<file path="src/rtl/shsp_pkg.sv">
// Shared types and constants for the SIP header stream parser.
// Holds the result record, result kind codes, the known-name table and the
// result queue sizing. No dependencies.
`default_nettype none

package shsp_pkg;

  localparam logic [1:0] KIND_HEADER     = 2'd0;
  localparam logic [1:0] KIND_END_OK     = 2'd1;
  localparam logic [1:0] KIND_MALFORMED  = 2'd2;
  localparam logic [1:0] KIND_INCOMPLETE = 2'd3;

  localparam int NUM_NAMES    = 10;
  localparam int MAX_NAME_LEN = 14;

  localparam int OUTQ_DEPTH = 4;
  localparam int OUTQ_AW    = 2;
  localparam int OUTQ_CW    = 3;

  localparam logic [3:0] NAME_LEN [NUM_NAMES] = '{
    4'd2, 4'd3, 4'd4, 4'd4, 4'd5, 4'd7, 4'd7, 4'd12, 4'd12, 4'd14
  };

  // right-justified: character k of a name sits in byte (len-1-k)
  localparam logic [8*MAX_NAME_LEN-1:0] NAME_TXT [NUM_NAMES] = '{
    "to", "via", "from", "cseq", "route", "call-id", "contact",
    "content-type", "record-route", "content-length"
  };

  typedef struct packed {
    logic [1:0]  kind;
    logic [3:0]  cls;
    logic [15:0] name_off;
    logic [15:0] name_len;
    logic [15:0] val_off;
    logic [15:0] val_len;
    logic        last;
  } result_t;

  typedef struct packed {
    logic [1:0] n;
    result_t    r0;
    result_t    r1;
  } step_out_t;

  // lower-case character idx of known name sel; idx must be below its length
  function automatic logic [7:0] name_char(input logic [3:0] sel, input logic [3:0] idx);
    logic [3:0] sh;
    sh = NAME_LEN[sel] - 4'd1 - idx;
    return NAME_TXT[sel][{sh, 3'b000} +: 8];
  endfunction

endpackage

`default_nettype wire

</file>
<file path="src/rtl/shsp_if.sv">
// Valid/ready stream interfaces for the parser's input bytes and results.
// No dependencies.
`default_nettype none

interface shsp_in_if;
  logic       valid;
  logic       ready;
  logic [7:0] data_byte;
  logic       end_of_text;
  modport source (output valid, data_byte, end_of_text, input ready);
  modport sink (input valid, data_byte, end_of_text, output ready);
endinterface

interface shsp_out_if;
  logic        valid;
  logic        ready;
  logic [1:0]  result_kind;
  logic [3:0]  header_class;
  logic [15:0] name_offset;
  logic [15:0] name_length;
  logic [15:0] value_offset;
  logic [15:0] value_length;
  logic        last_of_run;
  modport source (output valid, result_kind, header_class, name_offset, name_length,
                  value_offset, value_length, last_of_run, input ready);
  modport sink (input valid, result_kind, header_class, name_offset, name_length,
                value_offset, value_length, last_of_run, output ready);
endinterface

`default_nettype wire

</file>
<file path="src/rtl/sip_header_stream_parser.sv">
// Streaming SIP header parser top level: input register, parser core, result queue.
// A byte's results pass through the input register and the result queue before
// they are offered. Throughput: one byte per cycle while results drain; the queue
// admits a byte only with room for two results. Reset (rst_n low, synchronous)
// returns to the name state, position zero, and empties the input register and
// the result queue.
`default_nettype none

module sip_header_stream_parser #(
  parameter int POSITION_WIDTH = 16
) (
  input  wire logic  clk,
  input  wire logic  rst_n,
  shsp_in_if.sink    in_chan,
  shsp_out_if.source out_chan
);

  logic       in_v_r;
  logic [7:0] byte_r;
  logic       eot_r;
  logic       advance;

  shsp_pkg::step_out_t           step;
  shsp_pkg::result_t             rd_data;
  logic [shsp_pkg::OUTQ_CW-1:0]  count;
  logic                          rd_valid;

  assign advance       = in_v_r && (count <= shsp_pkg::OUTQ_CW'(shsp_pkg::OUTQ_DEPTH - 2));
  assign in_chan.ready = !in_v_r || advance;

  always_ff @(posedge clk) begin
    if (!rst_n) begin
      in_v_r <= 1'b0;
    end else if (in_chan.ready) begin
      in_v_r <= in_chan.valid;
    end
  end

  always_ff @(posedge clk) begin
    if (in_chan.ready && in_chan.valid) begin
      byte_r <= in_chan.data_byte;
      eot_r  <= in_chan.end_of_text;
    end
  end

  shsp_core #(
    .POSITION_WIDTH(POSITION_WIDTH)
  ) u_core (
    .clk         (clk),
    .rst_n       (rst_n),
    .take        (advance),
    .data_byte   (byte_r),
    .end_of_text (eot_r),
    .step        (step)
  );

  shsp_out_fifo u_outq (
    .clk      (clk),
    .rst_n    (rst_n),
    .wr_en    (advance),
    .wr       (step),
    .rd_valid (rd_valid),
    .rd_ready (out_chan.ready),
    .rd_data  (rd_data),
    .count    (count)
  );

  assign out_chan.valid        = rd_valid;
  assign out_chan.result_kind  = rd_data.kind;
  assign out_chan.header_class = rd_data.cls;
  assign out_chan.name_offset  = rd_data.name_off;
  assign out_chan.name_length  = rd_data.name_len;
  assign out_chan.value_offset = rd_data.val_off;
  assign out_chan.value_length = rd_data.val_len;
  assign out_chan.last_of_run  = rd_data.last;

endmodule

`default_nettype wire

</file>
<file path="src/rtl/shsp_core.sv">
// Parser state registers and the per-byte update: line tracking, folding,
// parallel name match and up to two results per byte. Uses shsp_pkg.
`default_nettype none

module shsp_core #(
  parameter int POSITION_WIDTH = 16
) (
  input  wire logic                clk,
  input  wire logic                rst_n,
  input  wire logic                take,
  input  wire logic [7:0]          data_byte,
  input  wire logic                end_of_text,
  output shsp_pkg::step_out_t      step
);

  localparam int PW = POSITION_WIDTH;

  localparam logic [2:0] ST_NAME   = 3'd0;
  localparam logic [2:0] ST_HCOLON = 3'd1;
  localparam logic [2:0] ST_SWS    = 3'd2;
  localparam logic [2:0] ST_VALUE  = 3'd3;
  localparam logic [2:0] ST_CR     = 3'd4;
  localparam logic [2:0] ST_LF     = 3'd5;
  localparam logic [2:0] ST_CRLF   = 3'd6;

  localparam logic [7:0] CH_CR    = 8'd13;
  localparam logic [7:0] CH_LF    = 8'd10;
  localparam logic [7:0] CH_SP    = 8'd32;
  localparam logic [7:0] CH_TAB   = 8'd9;
  localparam logic [7:0] CH_COLON = 8'd58;

  localparam logic [shsp_pkg::NUM_NAMES-1:0] ALL_NAMES = '1;

  logic [2:0]    state_r, state_nxt;
  logic [2:0]    sble_r, sble_nxt;
  logic [PW-1:0] pos_r, pos_nxt;
  logic [PW-1:0] tok_r, tok_nxt;
  logic [PW-1:0] nst_r, nst_nxt;
  logic [PW-1:0] nlen_r, nlen_nxt;
  logic [PW-1:0] lea_r, lea_nxt;
  logic [shsp_pkg::NUM_NAMES-1:0] mask_r, mask_nxt;
  logic          fin_r, fin_nxt;

  function automatic logic [PW-1:0] sat_inc(input logic [PW-1:0] v);
    return (v == {PW{1'b1}}) ? v : v + 1'b1;
  endfunction

  logic          is_crlf, is_wsp, is_colon;
  logic [7:0]    lc;
  logic          ale, redo, hdr, fin_emit;
  logic [1:0]    fin_kind;
  logic [PW-1:0] vend, vlen;
  logic [3:0]    cls;
  shsp_pkg::result_t hdr_res, fin_res;

  always_comb begin
    is_crlf  = (data_byte == CH_CR) || (data_byte == CH_LF);
    is_wsp   = (data_byte == CH_SP) || (data_byte == CH_TAB);
    is_colon = (data_byte == CH_COLON);
    lc       = ((data_byte >= 8'd65) && (data_byte <= 8'd90)) ? data_byte + 8'd32 : data_byte;

    state_nxt = state_r;
    sble_nxt  = sble_r;
    pos_nxt   = pos_r;
    tok_nxt   = tok_r;
    nst_nxt   = nst_r;
    nlen_nxt  = nlen_r;
    lea_nxt   = lea_r;
    mask_nxt  = mask_r;
    fin_nxt   = fin_r;
    ale       = 1'b0;
    redo      = 1'b0;
    hdr       = 1'b0;
    fin_emit  = 1'b0;
    fin_kind  = shsp_pkg::KIND_END_OK;
    vend      = lea_r;

    if (!fin_r) begin
      if (end_of_text) begin
        if (state_r == ST_VALUE) begin
          hdr  = 1'b1;
          vend = pos_r;
        end else if ((state_r == ST_CR || state_r == ST_LF || state_r == ST_CRLF) &&
                     sble_r == ST_VALUE) begin
          hdr = 1'b1;
        end else begin
          fin_kind = shsp_pkg::KIND_INCOMPLETE;
        end
        fin_emit = 1'b1;
        fin_nxt  = 1'b1;
      end else begin
        pos_nxt = sat_inc(pos_r);
        unique case (state_r)
          ST_NAME: begin
          end
          ST_HCOLON: begin
            if (is_colon) begin
              state_nxt = ST_SWS;
              tok_nxt   = sat_inc(pos_r);
            end else if (!is_wsp) begin
              fin_emit = 1'b1;
              fin_kind = shsp_pkg::KIND_MALFORMED;
              fin_nxt  = 1'b1;
            end
          end
          ST_SWS: begin
            if (is_crlf) begin
              sble_nxt  = ST_SWS;
              lea_nxt   = pos_r;
              state_nxt = (data_byte == CH_CR) ? ST_CR : ST_LF;
            end else if (!is_wsp) begin
              state_nxt = ST_VALUE;
              tok_nxt   = pos_r;
            end
          end
          ST_VALUE: begin
            if (is_crlf) begin
              sble_nxt  = ST_VALUE;
              lea_nxt   = pos_r;
              state_nxt = (data_byte == CH_CR) ? ST_CR : ST_LF;
            end
          end
          ST_CR: begin
            if (data_byte == CH_LF) state_nxt = ST_CRLF;
            else ale = 1'b1;
          end
          default: ale = 1'b1;
        endcase

        // first byte after a line end: fold, or close the line and reparse
        if (ale) begin
          if (sble_r == ST_SWS && is_wsp) begin
            state_nxt = ST_SWS;
          end else if (sble_r == ST_VALUE && is_wsp) begin
            state_nxt = ST_VALUE;
          end else begin
            hdr       = (sble_r == ST_VALUE);
            tok_nxt   = pos_r;
            nlen_nxt  = '0;
            mask_nxt  = ALL_NAMES;
            state_nxt = ST_NAME;
            sble_nxt  = ST_NAME;
            redo      = 1'b1;
          end
        end

        if (state_r == ST_NAME || redo) begin
          if (is_crlf) begin
            fin_emit = 1'b1;
            fin_kind = (pos_r == tok_nxt) ? shsp_pkg::KIND_END_OK : shsp_pkg::KIND_MALFORMED;
            fin_nxt  = 1'b1;
          end else if (is_colon || is_wsp) begin
            nst_nxt   = tok_nxt;
            state_nxt = is_colon ? ST_SWS : ST_HCOLON;
          end else begin
            for (int i = 0; i < shsp_pkg::NUM_NAMES; i++) begin
              if (!((nlen_nxt < PW'(shsp_pkg::NAME_LEN[i])) &&
                    (shsp_pkg::name_char(4'(i), nlen_nxt[3:0]) == lc)))
                mask_nxt[i] = 1'b0;
            end
            nlen_nxt = sat_inc(nlen_nxt);
          end
        end
      end
    end
  end

  always_comb begin
    cls = 4'd0;
    for (int i = shsp_pkg::NUM_NAMES - 1; i >= 0; i--) begin
      if (mask_r[i] && nlen_r == PW'(shsp_pkg::NAME_LEN[i])) cls = 4'(i + 1);
    end
    vlen = (vend >= tok_r) ? vend - tok_r : '0;

    hdr_res.kind     = shsp_pkg::KIND_HEADER;
    hdr_res.cls      = cls;
    hdr_res.name_off = 16'(nst_r);
    hdr_res.name_len = 16'(nlen_r);
    hdr_res.val_off  = 16'(tok_r);
    hdr_res.val_len  = 16'(vlen);
    hdr_res.last     = !fin_emit;

    fin_res          = '0;
    fin_res.kind     = fin_kind;
    fin_res.last     = 1'b1;

    step.r1 = fin_res;
    if (hdr) begin
      step.r0 = hdr_res;
      step.n  = fin_emit ? 2'd2 : 2'd1;
    end else begin
      step.r0 = fin_res;
      step.n  = fin_emit ? 2'd1 : 2'd0;
    end
  end

  always_ff @(posedge clk) begin
    if (!rst_n) begin
      state_r <= ST_NAME;
      sble_r  <= ST_NAME;
      pos_r   <= '0;
      tok_r   <= '0;
      nst_r   <= '0;
      nlen_r  <= '0;
      lea_r   <= '0;
      mask_r  <= ALL_NAMES;
      fin_r   <= 1'b0;
    end else if (take) begin
      state_r <= state_nxt;
      sble_r  <= sble_nxt;
      pos_r   <= pos_nxt;
      tok_r   <= tok_nxt;
      nst_r   <= nst_nxt;
      nlen_r  <= nlen_nxt;
      lea_r   <= lea_nxt;
      mask_r  <= mask_nxt;
      fin_r   <= fin_nxt;
    end
  end

endmodule

`default_nettype wire

</file>
<file path="src/rtl/shsp_out_fifo.sv">
// Four-entry result queue that takes zero, one or two results per cycle
// and hands out one per transaction. Uses shsp_pkg.
`default_nettype none

module shsp_out_fifo (
  input  wire logic                    clk,
  input  wire logic                    rst_n,
  input  wire logic                    wr_en,
  input  wire shsp_pkg::step_out_t     wr,
  output logic                         rd_valid,
  input  wire logic                    rd_ready,
  output shsp_pkg::result_t            rd_data,
  output logic [shsp_pkg::OUTQ_CW-1:0] count
);

  shsp_pkg::result_t mem [shsp_pkg::OUTQ_DEPTH];

  logic [shsp_pkg::OUTQ_AW-1:0] wp_r, wp_nxt, rp_r, rp_nxt;
  logic [shsp_pkg::OUTQ_CW-1:0] cnt_r, cnt_nxt;
  logic [1:0]                   n_push;
  logic                         pop;

  always_comb begin
    n_push   = wr_en ? wr.n : 2'd0;
    rd_valid = (cnt_r != '0);
    pop      = rd_valid && rd_ready;
    rd_data  = mem[rp_r];
    wp_nxt   = wp_r + shsp_pkg::OUTQ_AW'(n_push);
    rp_nxt   = rp_r + shsp_pkg::OUTQ_AW'(pop);
    cnt_nxt  = cnt_r + shsp_pkg::OUTQ_CW'(n_push) - shsp_pkg::OUTQ_CW'(pop);
    count    = cnt_r;
  end

  always_ff @(posedge clk) begin
    if (n_push != 2'd0) mem[wp_r] <= wr.r0;
    if (n_push == 2'd2) mem[wp_r + 1'b1] <= wr.r1;
  end

  always_ff @(posedge clk) begin
    if (!rst_n) begin
      wp_r  <= '0;
      rp_r  <= '0;
      cnt_r <= '0;
    end else begin
      wp_r  <= wp_nxt;
      rp_r  <= rp_nxt;
      cnt_r <= cnt_nxt;
    end
  end

endmodule

`default_nettype wire

</file>
<file path="src/flat_wrapper.sv">
// flat-port wrapper written by rule: the top's interface ports become plain ports
module sip_header_stream_parser_flat 
#(
  parameter int POSITION_WIDTH = 16
)
  (clk, rst_n, in_chan_valid, in_chan_data_byte, in_chan_end_of_text, in_chan_ready, out_chan_valid, out_chan_result_kind, out_chan_header_class, out_chan_name_offset, out_chan_name_length, out_chan_value_offset, out_chan_value_length, out_chan_last_of_run, out_chan_ready);
  shsp_in_if in_chan_i ();
  shsp_out_if out_chan_i ();
  input  wire logic clk;
  input  wire logic rst_n;
  input wire logic [$bits(in_chan_i.valid)-1:0] in_chan_valid;
  input wire logic [$bits(in_chan_i.data_byte)-1:0] in_chan_data_byte;
  input wire logic [$bits(in_chan_i.end_of_text)-1:0] in_chan_end_of_text;
  output wire logic [$bits(in_chan_i.ready)-1:0] in_chan_ready;
  output wire logic [$bits(out_chan_i.valid)-1:0] out_chan_valid;
  output wire logic [$bits(out_chan_i.result_kind)-1:0] out_chan_result_kind;
  output wire logic [$bits(out_chan_i.header_class)-1:0] out_chan_header_class;
  output wire logic [$bits(out_chan_i.name_offset)-1:0] out_chan_name_offset;
  output wire logic [$bits(out_chan_i.name_length)-1:0] out_chan_name_length;
  output wire logic [$bits(out_chan_i.value_offset)-1:0] out_chan_value_offset;
  output wire logic [$bits(out_chan_i.value_length)-1:0] out_chan_value_length;
  output wire logic [$bits(out_chan_i.last_of_run)-1:0] out_chan_last_of_run;
  input wire logic [$bits(out_chan_i.ready)-1:0] out_chan_ready;
  assign in_chan_i.valid = in_chan_valid;
  assign in_chan_i.data_byte = in_chan_data_byte;
  assign in_chan_i.end_of_text = in_chan_end_of_text;
  assign in_chan_ready = in_chan_i.ready;
  assign out_chan_valid = out_chan_i.valid;
  assign out_chan_result_kind = out_chan_i.result_kind;
  assign out_chan_header_class = out_chan_i.header_class;
  assign out_chan_name_offset = out_chan_i.name_offset;
  assign out_chan_name_length = out_chan_i.name_length;
  assign out_chan_value_offset = out_chan_i.value_offset;
  assign out_chan_value_length = out_chan_i.value_length;
  assign out_chan_last_of_run = out_chan_i.last_of_run;
  assign out_chan_i.ready = out_chan_ready;
  sip_header_stream_parser #(.POSITION_WIDTH(POSITION_WIDTH)) u_core (.clk(clk), .rst_n(rst_n), .in_chan(in_chan_i), .out_chan(out_chan_i));
endmodule
</file>
<file path="config.mk">
export PLATFORM = sky130hd
export DESIGN_NAME = sip_header_stream_parser_flat
export DESIGN_NICKNAME = d
export VERILOG_FILES = /design/src/rtl/shsp_pkg.sv /design/src/rtl/shsp_if.sv /design/src/rtl/sip_header_stream_parser.sv /design/src/rtl/shsp_core.sv /design/src/rtl/shsp_out_fifo.sv /design/src/flat_wrapper.sv
export SDC_FILE = /design/constraint.sdc
export NUM_CORES = 1
export LEC_CHECK = 0
export BUFFER_PORTS_ARGS = -buffer_cell sky130_fd_sc_hd__buf_2
export CAP_MARGIN = 0
export CORE_ASPECT_RATIO = 1.1
export CORE_MARGIN = 1.5
export CORE_UTILIZATION = 50
export DETAILED_ROUTE_END_ITERATION = 8
export GPL_TIMING_DRIVEN = 0
export PLACE_DENSITY_LB_ADDON = 0.15
export SETUP_SLACK_MARGIN = 0.3
export SLEW_MARGIN = 20
export SYNTH_ARGS = -nofsm -noshare
export SYNTH_HDL_FRONTEND = slang
export SYNTH_SLANG_ARGS = --single-unit
</file>
<file path="constraint.sdc">
create_clock -name clk -period 4.3 [get_ports clk]
set_input_delay 0.86 -clock clk [delete_from_list [all_inputs] [get_ports clk]]
set_output_delay 0.86 -clock clk [all_outputs]
set_load 0.01 [all_outputs]
</file>
==> results of run 1 <==
[cell type report]
type / count / share of cell area
buffer: 183 / 0.04304
clock buffer: 66 / 0.05703
clock inverter: 7 / 0.004379
inverter: 61 / 0.01020
multi-input combinational: 1423 / 0.4689
sequential: 398 / 0.3473
tap: 500 / 0.02670
timing repair buffer: 147 / 0.04240
[power breakdown]
group / total (W) / leakage [nW] / internal [W] / switching [W]
Clock: 0.00374 / 0.701 / 0.00220 / 0.00154
Sequential: 0.00384 / 3.22 / 0.00379 / 0.0000584
Combinational: 0.00165 / 4.90 / 0.000629 / 0.00102
[logic make-up after synthesis]
| kind of cell | count (synthesis) | synth area share |
|---|---|---|
| AO/OA/AOI/OAI | 618 | 0.2298 |
| XOR/XNOR | 72 | 0.03230 |
| adder cells (fa/ha/maj) | 51 | 0.03345 |
| buffers and inverters | 244 | 0.04832 |
| flip-flops | 398 | 0.4168 |
| multiplexers | 100 | 0.09849 |
| AND/OR/NAND/NOR | 582 | 0.1409 |
[worst min-delay path by stage]
stage | start | endpoint | slack (ns)
after CTS | in_chan_data_byte[3] | u_core.byte_r[3]$_DFFE_PP_ | 0.44
after global placement | u_core.u_outq.mem[1][65]$_SDFFE_PP0P_ | u_core.u_outq.mem[1][65]$_SDFFE_PP0P_ | 0.43
after global routing | in_chan_data_byte[0] | u_core.byte_r[0]$_DFFE_PP_ | 0.44
after detailed placement | u_core.u_outq.mem[0][0]$_SDFFE_PP1P_ | u_core.u_outq.mem[0][0]$_SDFFE_PP1P_ | 0.44
after floorplan | u_core.u_outq.mem[1][10]$_SDFFE_PP0P_ | u_core.u_outq.mem[1][10]$_SDFFE_PP0P_ | 0.42
final | u_core.u_core.lea_r[5]$_SDFFE_PN0P_ | u_core.u_core.lea_r[5]$_SDFFE_PN0P_ | 0.45
[registers in the layout, summed over array words and instances (netlist names), 8 cells and up]
name / count
u_core.u_core.nlen_r: 16
u_core.u_core.pos_r: 16
u_core.u_core.mask_r: 10
u_core.byte_r: 8
u_core.u_outq.mem: 284
u_core.u_core.nst_r: 16
u_core.u_core.lea_r: 16
u_core.u_core.tok_r: 16
[metal layers]
metal | global-route usage | vias up
met5 | 0 | -
met4 | 0.1689 | 0
met3 | 0.05411 | 177
met2 | 0.5182 | 780
met1 | 0.4157 | 8643
li1 | - | 8033
[cell usage in the layout, fill, tap and decap left out, types with 38 or more instances in the layout]
cell type,n
xnor2_1,46
mux4_2,72
buf_4,58
o21ai_0,108
buf_2,94
inv_1,52
a21oi_1,87
dfxtp_1,381
clkbuf_1,97
nor2_1,140
nand2_1,198
a211oi_1,38
clkbuf_16,49
a22o_1,216
[repair_timing]
| item | CTS | global route |
|---|---|---|
| gates cloned | 0 | 1 |
| setup endpoints to repair | 391 | 316 |
| pin swaps | 20 | 29 |
| endpoints found under the hold margin | 0 | 0 |
| resized for setup | 171 | 105 |
| buffers inserted | 30 | 30 |
[critical path, delay by kind of cell (launching register included)]
kind	cells	cell delay [ns]
XOR/XNOR	2	0.25
buffers and inverters	5	0.60
adder cells (fa/ha/maj)	1	0.13
AND/OR/NAND/NOR	4	1.26
AO/OA/AOI/OAI	6	1.31
flip-flops	1	0.36
[stage by stage]
step	power [W]	hold slack (ns)	setup TNS, ns	cells	setup WS, ns
global placement	0.005373	0.4279	-380.83	2650	-1.739
global route	0.009553	0.4438	0	2785	0.2487
CTS	0.009177	0.4439	0	2754	0.1818
finish	0.009234	0.4489	0	2785	0.3255
detailed placement	0.005400	0.4397	-404.36	2651	-1.861
floorplan	0.004962	0.4198	0	2065	0.3207
==> results.json, run 1 <==
{
  "place_area_um2": 20620,
  "top_layer_used": "met4",
  "post-route-period-util": 0.9243,
  "ios": 86,
  "async_flop_share": 0,
  "netlist_area_um2": 19520,
  "htreeDepth": 2,
  "max_freq_mhz": 251.6,
  "powerDensity_nw_per_um2": 394.1,
  "r2r_slack_ns": 0.33,
  "area_delta_synth_final_pct": 20.00,
  "critPathLaunchType": "register",
  "period_needed_ns": 3.975,
  "wl_met3_um": 4457,
  "crit_fanout": 9,
  "m1WireLength_um": 27180,
  "relSlewSlack": 0.2792,
  "viasPerCell": 6.331,
  "gp_congestion": 0.9586,
  "grt_max_degree": 17,
  "wl_met2_um": 30830,
  "row_count": 75,
  "ys.flop_type": "dfxtp_1",
  "drive_gt1_frac": 0.2140,
  "syn-num-nets": 2129,
  "die_h_um": 210.3,
  "dr.first_iter.drc_count": 1487,
  "outcome": "completed",
  "cts_tree": "done",
  "synth_cells": 2065,
  "syn_area_per_cell_um2": 9.455,
  "clk_path_buf_depth": 3,
  "synth_cell_type_count": 84,
  "root_buffer": "clkbuf_16",
  "crit_path_cell_trace": "buf_2, or4_4, buf_6, or3_4, a21boi_4, o21ai_4, inv_4, buf_12, ha_4, inv_2, o21ai_2, xnor2_1, o21ai_2, nand2_1, xnor2_1, a2111oi_2, nand4_1, a21oi_1",
  "synth-seq-cells": 398,
  "min_path_cells": 2,
  "fin_util": 0.6120,
  "regArea_um2": 8138,
  "die-area_um2": 40250,
  "max_slew.worst_pin.slew_ns": 1.079,
  "drc": 0,
  "diodes": 0,
  "first_global_vias": 16890,
  "ys_warn_count": 0,
  "synth_top_area_cell": "dfxtp_1",
  "timing.rr.start": "u_core.byte_r[2]$_DFFE_PP_",
  "skew_ns": 0.02041,
  "drt-wirelength-per-cell_um": 23.63,
  "drtPass1Iterations": 5,
  "design_area_um2": 23430,
  "io_buffer_count": 85,
  "post-dp-hpwl_um": 46320,
  "cts_hold_buf": 0,
  "cts_sinks": 398,
  "grt_overflow_total": 0,
  "synth.most_common_cell": "dfxtp_1",
  "setup_viol": 0,
  "yosysSeqAreaShare": 0.4168,
  "clk_latency_ns": 0.59,
  "synth_top_area_share": 0.3906,
  "fillCellCount": 3238,
  "rsz0062_at_grt": "yes",
  "finalHoldViolCount": 0,
  "routed_wl_um": 65800,
  "drv_cap": 0,
  "crit_required_ns": 4.81,
  "start_util": 0.5100,
  "vias": 17630,
  "worstRegToRegCells": 18,
  "worst-setup-path-type": "register to register",
  "ys_top_cells_by_area": "dfxtp_1 39%, a22o_1 9.7%, mux4_2 8.3%",
  "min_path_type": "register to register",
  "critPathCapture": "u_core.u_core.mask_r[4]$_SDFFE_PN1P_",
  "power.leakage_nw": 8.827,
  "ir_worst_vdd_mv": 0.3734,
  "tritoncts.num_buffers": 44,
  "crit_slowest_cell": "or4_4",
  "crit_start": "u_core.byte_r[2]$_DFFE_PP_",
  "ant_nets": 0,
  "cp-end-kind": "register",
  "arrival_ns": 4.49,
  "r2r-end": "u_core.u_core.mask_r[4]$_SDFFE_PN1P_",
  "clkTransAtPathRegs_ns": 0.06,
  "antenna_found_initial": 0,
  "synth_edf_count": 17,
  "die_x_um": 191.4,
  "finalNetCount": 2322,
  "yosys-top-cells-count": "381 x dfxtp_1, 216 x a22o_1, 212 x nand2_1",
  "drv_slew": 0,
  "grt_pass1_wl_um": 99410,
  "core_area_um2": 38290,
  "grt_use_total": 0.3224,
  "multiInputGateArea_um2": 10990,
  "cp_slowest_stage_delay_ns": 0.53
}
Power figures use the tool's default switching activity.
==> run 2: changes to the inputs <==
- CTS_CLUSTER_SIZE: default -> 20
- HOLD_SLACK_MARGIN: default -> 0.02
- REMOVE_ABC_BUFFERS: default -> 1
==> run 2 against run 1 <==
Compared with the run above: sequential cell count stayed put; wire length is 7.8% lower; sequential power is 2% higher; critical path type unchanged; register-to-register slack hardly changed; non-clock buffer count is 141 lower; sequential share of layout area is 0.34 points higher; hold slack worse by 0.00058 ns; power is 0.32% higher; critical endpoint is now u_core.u_outq.count[2]$_SDFF_PN0_; clock power hardly changed.
==> results.json, run 2 (synthesized netlist as in run 1, its figures left out) <==
{
  "outcome": "completed",
  "row_count": 75,
  "powerDensity_nw_per_um2": 398.6,
  "vias": 16890,
  "cts_sinks": 398,
  "arrival_ns": 4.41,
  "cp-end-kind": "register",
  "largest_reg_flops": 284,
  "ant_nets": 0,
  "critPathLaunchType": "register",
  "drc": 0,
  "period_needed_ns": 3.973,
  "routed_wl_um": 60690,
  "drv_slew": 0,
  "drtPass1Iterations": 5,
  "die_h_um": 210.3,
  "fillCellCount": 3181,
  "clk_latency_ns": 0.57,
  "die-area_um2": 40250,
  "finalNetCount": 2187,
  "setup_viol": 0,
  "drive_gt1_frac": 0.2079,
  "pre_cts_slack_ns": -1.342,
  "skew_ns": 0.01985,
  "core_area_um2": 38290,
  "tritoncts.num_buffers": 43,
  "start_util": 0.5100,
  "rsz0062_at_grt": "yes",
  "final_cell_mix": "377 x dfxtp_1, 216 x a22o_1, 205 x nand2_1",
  "drt-wirelength-per-cell_um": 22.86,
  "finalHoldViolCount": 0,
  "crit_fanout": 5,
  "fin_util": 0.6070,
  "post-dp-hpwl_um": 37340,
  "worst-setup-path-type": "register to register",
  "gp_congestion": 0.9299,
  "htreeDepth": 2,
  "dr.first_iter.drc_count": 1555,
  "viasPerCell": 6.361,
  "clk_path_buf_depth": 3,
  "layout_setup_ws_ns": 0.3273,
  "grt_use_total": 0.2916,
  "place_inst": 2500,
  "die_x_um": 191.4,
  "power.leakage_nw": 8.750,
  "setup_tns_ns": 0,
  "antenna_found_initial": 0,
  "max_slew.worst_pin.slew_ns": 0.9792,
  "grt_overflow_total": 0,
  "ios": 86,
  "design_area_um2": 23240,
  "cts_tree": "done",
  "relSlewSlack": 0.3456,
  "grt_max_degree": 45,
  "clkTransAtPathRegs_ns": 0.06,
  "drv_cap": 0,
  "post-route-period-util": 0.9239,
  "root_buffer": "clkbuf_16",
  "io_buffer_count": 85,
  "cts_hold_buf": 0,
  "fin_cells": 2655,
  "diodes": 0,
  "min_path_type": "register to register",
  "ir_worst_vdd_mv": 0.3319,
  "max_flop_register": "u_core.u_outq.mem",
  "place_area_um2": 20640,
  "area_delta_synth_final_pct": 19.03,
  "max_freq_mhz": 251.7,
  "grt_pass1_wl_um": 92670,
  "first_global_vias": 16430,
  "crit_required_ns": 4.74,
  "final_common_cell": "dfxtp_1"
}
## run 2: changes by cell type in the layout (fill, tap and decap cells not counted), sizes merged
cell           change
nand2              +4
bufinv             +2
clkbuf           -144
clkinvlp           -1
clkdlybuf4s18      -1
nor2               +2
clkinv             +6
buf                +1
clkdlybuf4s15      -1
inv                +1
a211o              +1
## run 2: final timing paths
kind	to	slack (ns)	from	cells after the start
max	u_core.u_outq.count[2]$_SDFF_PN0_	0.33	u_core.byte_r[1]$_DFFE_PP_	16
min	u_core.u_core.lea_r[5]$_SDFFE_PN0P_	0.45	u_core.u_core.lea_r[5]$_SDFFE_PN0P_	2
max reg2reg	u_core.u_outq.count[2]$_SDFF_PN0_	0.33	u_core.byte_r[1]$_DFFE_PP_	16
min reg2reg	u_core.u_core.lea_r[5]$_SDFFE_PN0P_	0.45	u_core.u_core.lea_r[5]$_SDFFE_PN0P_	2
## run 2: repair_timing
item | 4_1_cts | 5_1_grt
resized for setup | 50 | 47
setup endpoints to repair | 327 | 254
pin swaps | 15 | 6
cloned | 4 | 10
setup buffers | 43 | 21
endpoints found under the hold margin | 0 | 0
## run 2: final cells by class
cell class	count	area, um2	area share
Sequential cell	398	8150	0.3507
Timing Repair Buffer	189	1759	0.07570
Multi-Input combinational cell	1430	11010	0.4737
Tap cell	500	625.6	0.02692
Inverter	61	244.0	0.01050
Clock buffer	62	1290	0.05551
Clock inverter	15	161.4	0.006945
## run 2: per-stage QoR
stage | power (W) | hold slack, ns
after floorplan | 0.004934 | 0.4198
after global placement | 0.005335 | 0.4290
after detailed placement | 0.005415 | 0.4397
after CTS | 0.009258 | 0.4499
after global routing | 0.009610 | 0.4591
final | 0.009264 | 0.4483
## run 2: routing by layer
layer / routed length [um] / up-vias / share of wire / GRT usage
met4: 2805 / 0 / 0.046 / 0.1342
met1: 25850 / 8304 / 0.43 / 0.3870
met2: 28530 / 637 / 0.47 / 0.4721
met5: 0 / - / 0 / 0
met3: 3511 / 156 / 0.058 / 0.03879
li1: - / 7792 / - / -
## run 2: worst max-delay path, stage by stage (launching register included)
cell and delay (ns):
edfxtp_1 0.51, or4_4 0.62, or3_4 0.40, nand2_1 0.11, nor3b_1 0.10, nor3_2 0.21
nor2_1 0.09, ha_1 0.37, nand2_1 0.13, ha_1 0.31, inv_1 0.06, ha_1 0.13
inv_1 0.05, fa_1 0.40, xnor2_2 0.16, xnor2_1 0.15, nor2_1 0.05
## run 2: power breakdown
part / leakage, nW / switching, W / internal (W)
Clock: 0.725 / 0.00150 / 0.00227
Combinational: 4.80 / 0.000925 / 0.000662
Sequential: 3.23 / 0.000120 / 0.00379
